## config.mk

```make
export PLATFORM = sky130hd
export DESIGN_NAME = prime_sieve_chain_core
export DESIGN_NICKNAME = d
export VERILOG_FILES = /design/src/sv/psc_pkg.sv /design/src/sv/psc_ram.sv /design/src/sv/prime_sieve_chain_core.sv
export SDC_FILE = /design/constraint.sdc
export NUM_CORES = 1
export LEC_CHECK = 0
export ABC_AREA = 1
export BUFFER_PORTS_ARGS = -buffer_cell sky130_fd_sc_hd__buf_2
export CAP_MARGIN = 20
export CORE_AREA = 5 5 202 253
export CTS_BUF_LIST = sky130_fd_sc_hd__clkbuf_4 sky130_fd_sc_hd__clkbuf_8
export CTS_CLUSTER_DIAMETER = 100
export DETAILED_ROUTE_END_ITERATION = 16
export DIE_AREA = 0 0 207 258
export GPL_TIMING_DRIVEN = 0
export HOLD_SLACK_MARGIN = 0.1
export PLACE_DENSITY = 0.74
export SLEW_MARGIN = 30
export SYNTH_ARGS = -nofsm -noshare
export SYNTH_HDL_FRONTEND = slang
export SYNTH_HIERARCHICAL = 1
export SYNTH_SLANG_ARGS = --single-unit
export TNS_END_PERCENT = 5
```

## constraint.sdc

```tcl
create_clock -name clk -period 4.7 [get_ports clk]
set_clock_uncertainty 0.2 [all_clocks]
set_input_delay 0.235 -clock clk [delete_from_list [all_inputs] [get_ports clk]]
set_output_delay 0.235 -clock clk [all_outputs]
set_load 0.005 [all_outputs]
```

## src/sv/psc_pkg.sv

```systemverilog
// Shared constants for the prime sieve chain.
`timescale 1ns / 1ps

package psc_pkg;

    // Candidate field width fixed by the stream format, and the smallest prime
    localparam int CAND_BITS = 16;
    localparam int MIN_PRIME = 2;

endpackage

```

## src/sv/psc_ram.sv

```systemverilog
// Generic single-port-write, single-port-read RAM with registered read.
`timescale 1ns / 1ps

module psc_ram #(
    parameter int WIDTH = 16,
    parameter int DEPTH = 32
) (
    input  logic                                  clk,
    input  logic                                  we,
    input  logic [(DEPTH > 1 ? $clog2(DEPTH) : 1)-1:0] waddr,
    input  logic [WIDTH-1:0]                      wdata,
    input  logic [(DEPTH > 1 ? $clog2(DEPTH) : 1)-1:0] raddr,
    output logic [WIDTH-1:0]                      rdata
);

    logic [WIDTH-1:0] mem [DEPTH];

    always_ff @(posedge clk)
    begin
        if (we)
        begin
            mem[waddr] <= wdata;
        end
        rdata <= mem[raddr];
    end

endmodule

```

## src/sv/prime_sieve_chain_core.sv

```systemverilog
// Prime sieve chain: stored primes in a RAM, candidates tested by a serial remainder unit.
`timescale 1ns / 1ps

//  channel  | dir | tdata                 | tuser      | tlast
//  s_axis   | in  | [15:0] candidate      | -          | end_of_list
//  m_axis   | out | [15:0] prime_value    | [0] overflow | -
//
//  One word at a time. Each word is tested against the stored primes in turn
//  (all of them for a prime, up to the first divisor otherwise), each by a RAM read state
//  and then one remainder bit a cycle over W = min(VALUE_BITS, 16) bits.
//  Reset clears the stage count and the controller; the prime RAM is not cleared.
//  A result waits in the output register; a new candidate is taken meanwhile,
//  but that word, with or without a result, holds in its last cycle until the register empties.

module prime_sieve_chain_core #(
    parameter int STAGES     = 32,
    parameter int VALUE_BITS = 16
) (
    input  logic        clk,
    input  logic        rst_n,
    input  logic        s_axis_tvalid,
    output logic        s_axis_tready,
    input  logic [15:0] s_axis_tdata,   // [15:0] candidate
    input  logic        s_axis_tlast,   // end_of_list
    output logic        m_axis_tvalid,
    input  logic        m_axis_tready,
    output logic [15:0] m_axis_tdata,   // [15:0] prime_value
    output logic [0:0]  m_axis_tuser    // [0] overflow
);

    localparam int W  = (VALUE_BITS < psc_pkg::CAND_BITS) ? VALUE_BITS : psc_pkg::CAND_BITS;
    localparam int IW = (STAGES > 1) ? $clog2(STAGES) : 1;
    localparam int UW = $clog2(STAGES + 1);
    localparam int BW = $clog2(W);

    localparam logic [1:0] ST_IDLE = 2'd0;
    localparam logic [1:0] ST_RD   = 2'd1;
    localparam logic [1:0] ST_DIV  = 2'd2;
    localparam logic [1:0] ST_FIN  = 2'd3;

    logic [1:0]    state_reg, state_next;
    logic [W-1:0]  cand_reg, cand_next;
    logic          last_reg, last_next;
    logic [IW-1:0] idx_reg, idx_next;
    logic [UW-1:0] used_reg, used_next;
    logic [W-1:0]  div_reg, div_next;
    logic [W-1:0]  rem_reg, rem_next;
    logic [BW-1:0] bit_reg, bit_next;
    logic          hit_reg, hit_next;     // candidate found prime
    logic          ovf_reg, ovf_next;
    logic          ovalid_reg, ovalid_next;
    logic [15:0]   odata_reg, odata_next;
    logic          ouser_reg, ouser_next;

    logic [W-1:0]  ram_rdata;
    logic          ram_we;
    logic [W-1:0]  cand_in;
    logic [W:0]    shifted;
    logic [W:0]    diff;
    logic [W-1:0]  rem_step;
    logic          store_full;
    logic          slot_free;
    logic [15:0]   cand_ext;

    psc_ram #(
        .WIDTH (W),
        .DEPTH (STAGES)
    ) u_ram (
        .clk   (clk),
        .we    (ram_we),
        .waddr (used_reg[IW-1:0]),
        .wdata (cand_reg),
        .raddr (idx_next),
        .rdata (ram_rdata)
    );

    assign cand_in    = s_axis_tdata[W-1:0];
    assign store_full = (used_reg == UW'(STAGES));
    assign slot_free  = !ovalid_reg || m_axis_tready;

    // restoring remainder step, MSB of candidate first
    assign shifted  = {rem_reg, cand_reg[W - 1 - int'(bit_reg)]};
    assign diff     = shifted - {1'b0, div_reg};
    assign rem_step = diff[W] ? shifted[W-1:0] : diff[W-1:0];

    always_comb
    begin
        cand_ext        = '0;
        cand_ext[W-1:0] = cand_reg;
    end

    assign ram_we = (state_reg == ST_FIN) && slot_free && hit_reg && !ovf_reg;

    always_comb
    begin
        state_next  = state_reg;
        cand_next   = cand_reg;
        last_next   = last_reg;
        idx_next    = idx_reg;
        used_next   = used_reg;
        div_next    = div_reg;
        rem_next    = rem_reg;
        bit_next    = bit_reg;
        hit_next    = hit_reg;
        ovf_next    = ovf_reg;
        ovalid_next = ovalid_reg;
        odata_next  = odata_reg;
        ouser_next  = ouser_reg;

        if (ovalid_reg && m_axis_tready)
        begin
            ovalid_next = 1'b0;
        end

        unique case (state_reg)
            ST_IDLE:
            begin
                if (s_axis_tvalid)
                begin
                    cand_next = cand_in;
                    last_next = s_axis_tlast;
                    idx_next  = '0;
                    hit_next  = 1'b0;
                    ovf_next  = store_full;
                    if (cand_in < W'(psc_pkg::MIN_PRIME))
                    begin
                        state_next = ST_FIN;
                    end
                    else if (used_reg == '0)
                    begin
                        hit_next   = 1'b1;
                        state_next = ST_FIN;
                    end
                    else
                    begin
                        state_next = ST_RD;
                    end
                end
            end
            ST_RD:
            begin
                div_next   = ram_rdata;
                rem_next   = '0;
                bit_next   = '0;
                state_next = ST_DIV;
            end
            ST_DIV:
            begin
                rem_next = rem_step;
                bit_next = bit_reg + 1'b1;
                if (bit_reg == BW'(W - 1))
                begin
                    if (rem_step == '0)
                    begin
                        state_next = ST_FIN;         // divisible: no word
                    end
                    else if (UW'(idx_reg) + 1'b1 == used_reg)
                    begin
                        hit_next   = 1'b1;
                        state_next = ST_FIN;
                    end
                    else
                    begin
                        idx_next   = idx_reg + 1'b1;
                        state_next = ST_RD;
                    end
                end
            end
            ST_FIN:
            begin
                if (slot_free)
                begin
                    if (hit_reg)
                    begin
                        ovalid_next = 1'b1;
                        odata_next  = cand_ext;
                        ouser_next  = ovf_reg;
                        if (!ovf_reg)
                        begin
                            used_next = used_reg + 1'b1;
                        end
                    end
                    if (last_reg)
                    begin
                        used_next = '0;
                    end
                    state_next = ST_IDLE;
                end
            end
            default:
            begin
                state_next = ST_IDLE;
            end
        endcase
    end

    always_ff @(posedge clk or negedge rst_n)
    begin
        if (!rst_n)
        begin
            state_reg  <= ST_IDLE;
            used_reg   <= '0;
            ovalid_reg <= 1'b0;
            idx_reg    <= '0;
        end
        else
        begin
            state_reg  <= state_next;
            used_reg   <= used_next;
            ovalid_reg <= ovalid_next;
            idx_reg    <= idx_next;
        end
    end

    always_ff @(posedge clk)
    begin
        cand_reg  <= cand_next;
        last_reg  <= last_next;
        div_reg   <= div_next;
        rem_reg   <= rem_next;
        bit_reg   <= bit_next;
        hit_reg   <= hit_next;
        ovf_reg   <= ovf_next;
        odata_reg <= odata_next;
        ouser_reg <= ouser_next;
    end

    assign s_axis_tready = (state_reg == ST_IDLE);
    assign m_axis_tvalid = ovalid_reg;
    assign m_axis_tdata  = odata_reg;
    assign m_axis_tuser  = ouser_reg;

endmodule

```

==> impl_metrics.tcl <==
set metrics [dict create \
    unrepaired_setup_endpoints_after_global_routing "true" \
    post_layout_min_period_ps 5280 \
    pin_count 40 \
    power_frac_comb_pct 40.3 \
    count_of_warnings_emitted_by_yosys 6 \
    layout-drive-gt1-share_pct 20.3 \
    mostFrequentLayoutCell "sky130_fd_sc_hd__nand2_1" \
    seqPwrFrac_pct 37.3 \
    starting_density_of_the_core_pct 54.0 \
    avgSynthCellArea_um2 11.1 \
    power_per_cell_area_nw_per_um2 587 \
    finalWeightedCongestion 0.945 \
    critical_path_required_ps 5060 \
    power.ir.vdd_worst_mv 0.299 \
    floorplan.rows 91 \
    grt_first_pass_wirelength_um 113000 \
    ctsHtreeMaxLevel 3 \
    flow.area_growth_from_synthesis_pct 19.5 \
    fill_cells 3611 \
    synth_top_cells_by_area "sky130_fd_sc_hd__edfxtp_1 67%, sky130_fd_sc_hd__nand2_1 13%, sky130_fd_sc_hd__nand3_1 8.2%, sky130_fd_sc_hd__inv_1 1.5%, sky130_fd_sc_hd__dfrtp_1 1.3%" \
    synth.net_count 2423 \
    post_drt_wl_per_cell_um 22.8 \
    antenna_violating_nets_post_route 0 \
    hp-class "reg -> reg" \
    crit_arrival_ps 5640 \
    critical_path_startpoint_category "flip-flop" \
    cts.path.max_buffers 3 \
    critical_path.slowest_cell "sky130_fd_sc_hd__edfxtp_1" \
    mappedNetlistArea_um2 26300 \
    postLayoutSetupSlackWorst_ps -581 \
    most_used_cells_in_the_layout_excluding_fill_and_tap_cells "849 x sky130_fd_sc_hd__nand2_1, 584 x sky130_fd_sc_hd__edfxtp_1, 377 x sky130_fd_sc_hd__nand3_1" \
    crit-reg2reg-launch "cand_ext[12]" \
    seq_area_um2 18200 \
    sw_frac_of_total_pct 38.3 \
    crit_type "reg -> reg" \
    synth_largest_type_area_fraction_pct 66.7 \
    period_share_pct 112 \
    first_iter_violations 2299 \
    post_synthesis_cell_count 2377 \
    pwr-share-clk_pct 22.4 \
    maxCapViolCount 0 \
    finish.utilization_pct 64.5 \
    die_w_um 207 \
    cp-startpoint "cand_ext[12]" \
    power.internal_uw 11400 \
    hold_violations 0 \
    clk_pin_slew_ps 70 \
    outcome "complete, but fails checks" \
    synth-seq-area-share_pct 69.3 \
    drc 0 \
    largest_register "u_ram/mem" \
    footprint_of_the_multi_input_gates_um2 7420 \
    synth_seq_cells 614 \
    number_of_vias_per_cell_after_detailed_routing 5.80 \
    cts_inserted_buffers 89 \
    grt_antenna_before_repair 1 \
    critical_path.most_common_cell "sky130_fd_sc_hd__nand2_1" \
    cts_root_buf "sky130_fd_sc_hd__clkbuf_8" \
    detail_route.wirelength_um 76300 \
    grt_max_degree 21 \
    violations "negative setup slack" \
    clk-insertion-delay-late_ps 690 \
    layout.cells.non_filler 3349 \
    placed_cells_incl_taps 3123 \
    hold_path.startpoint "u_ram/rdata[13]" \
    detailed_place_hpwl_um 51800 \
    p_leak_uw 0.0122 \
    vias_in_the_first_global_route 18900 \
    netSwitchingPower_uw 7070 \
    yosysUniqueCellTypes 40 \
    synth_largest_area_cell "sky130_fd_sc_hd__edfxtp_1" \
    core_um2 48700 \
    max_slew_margin_pct 34.8 \
    die_area_um2 53400 \
    delay_contributed_by_the_slowest_stage_of_the_critical_path_ps 730 \
    detailroute.via_count 19400 \
    worstSetupEndpointType "flip-flop" \
    maxSlewViolCount 0 \
    die_h_um 258 \
    finalSetupViolCount 16 \
    clock_sinks 614 \
    place.port_buffers 39 \
    detail_route.first_pass.iterations 8 \
    worst-slew-pin-transition_ps 977 \
    clock_tree_from_tritoncts "done" \
    largest_reg_flops 512 \
    fmaxAchievable_ghz 0.189 \
    maximum_fanout_along_the_worst_path 10 \
    global_route.overflow_total 0 \
    globalRouteTotalUtil_pct 27.9 \
    finalNetCount 2674 \
]
==> logic make-up after synthesis <==
logic type | synth area share (%)
buffers and inverters | 4.65
adder cells (fa/ha/maj) | 1.22
XOR/XNOR | 0.366
flip-flops | 69.3
AND/OR/NAND/NOR | 23.5
AO/OA/AOI/OAI | 0.966
==> per-layer routing <==
metal / part of all wire (%) / vias up / track usage [%]
li1: - / 8663 / -
met1: 34 / 9286 / 34.1
met2: 49 / 1197 / 46.5
met3: 10 / 270 / 4.96
met4: 6.6 / 0 / 17.0
met5: 0 / - / 0
==> path summary, 6_finish.rpt <==
| kind | end | slack [ps] | depth (start not counted) |
|---|---|---|---|
| worst max-delay path | u_ram/rdata[0] | -580 | 37 |
| max in group asynchronous | state_reg[0] | 3300 | 3 |
| min in group asynchronous | idx_reg[0] | 510 | 3 |
| worst max register to register | u_ram/rdata[0] | -580 | 37 |
| worst min register to register | div_reg[13] | 200 | 0 |
| worst min-delay path | div_reg[13] | 200 | 0 |
==> critical path: cells and delay by family (launching register included) <==
family                     cells  cell delay [ps]
and+or+nand+nor               28             2630
buffers and inverters          7             1020
adders and majority gates      2              520
DFF                            1              730
==> final cells by class <==
type	count	share of cell area, %
inverter	113	1.37
timing repair buffer	162	5.23
sequential	614	57.9
clock buffer	117	4.65
tap	651	2.59
buffer	111	3.81
clock inverter	43	0.796
antenna	1	0.00796
multi-input combinational	1537	23.6
==> power groups by stage <==
stage / registers (uW) / clock network (uW) / logic, uW
floorplan: 6990 / 0 / 4130
global placement: 7230 / 0 / 5710
CTS: 6870 / 4170 / 6990
detailed placement: 7000 / 0 / 6230
finish: 6890 / 4130 / 7420
global route: 6910 / 4430 / 7990
==> Yosys cell counts (all sizes together) <==
master,number
xor2,9
buf,92
nor2,70
o21ai,12
fa,1
xnor2,2
and2,1
a31oi,1
o22ai,3
o211ai,1
dfxtp,16
nor3b,2
nand3,433
nand4,11
dfrtp,14
nand2,920
clkinv,1
clkbuf,21
inv,112
nor3,12
ha,24
or2,1
nor4,4
a21oi,30
edfxtp,584
==> metrics by stage <==
step           setup TNS (ps)  area, um^2  power (uW)  hold WS [ps]  worst slack (ps)
2_1_floorplan               0       26300       11100          -261               217
3_3_place_gp           -34760       27300       12900         -36.8             -2070
3_5_place_dp           -21920       28100       13200         -26.0             -1450
4_1_cts                 -7400       31000       18000           199              -481
5_1_grt                -12420       31400       19300           196              -819
6_report                -8360       31400       18400           198              -581
==> repair_timing <==
item | 4_1_cts | 5_1_grt
endpoints found under the hold margin | 42 | 0
pin swaps | 24 | 22
setup endpoints to repair | 16 | 17
buffers inserted | 16 | 5
cloned | 5 | 2
gates resized for setup | 178 | 91
hold buffers | 39 | 0
No activity file was read; power rests on OpenSTA's default activity.
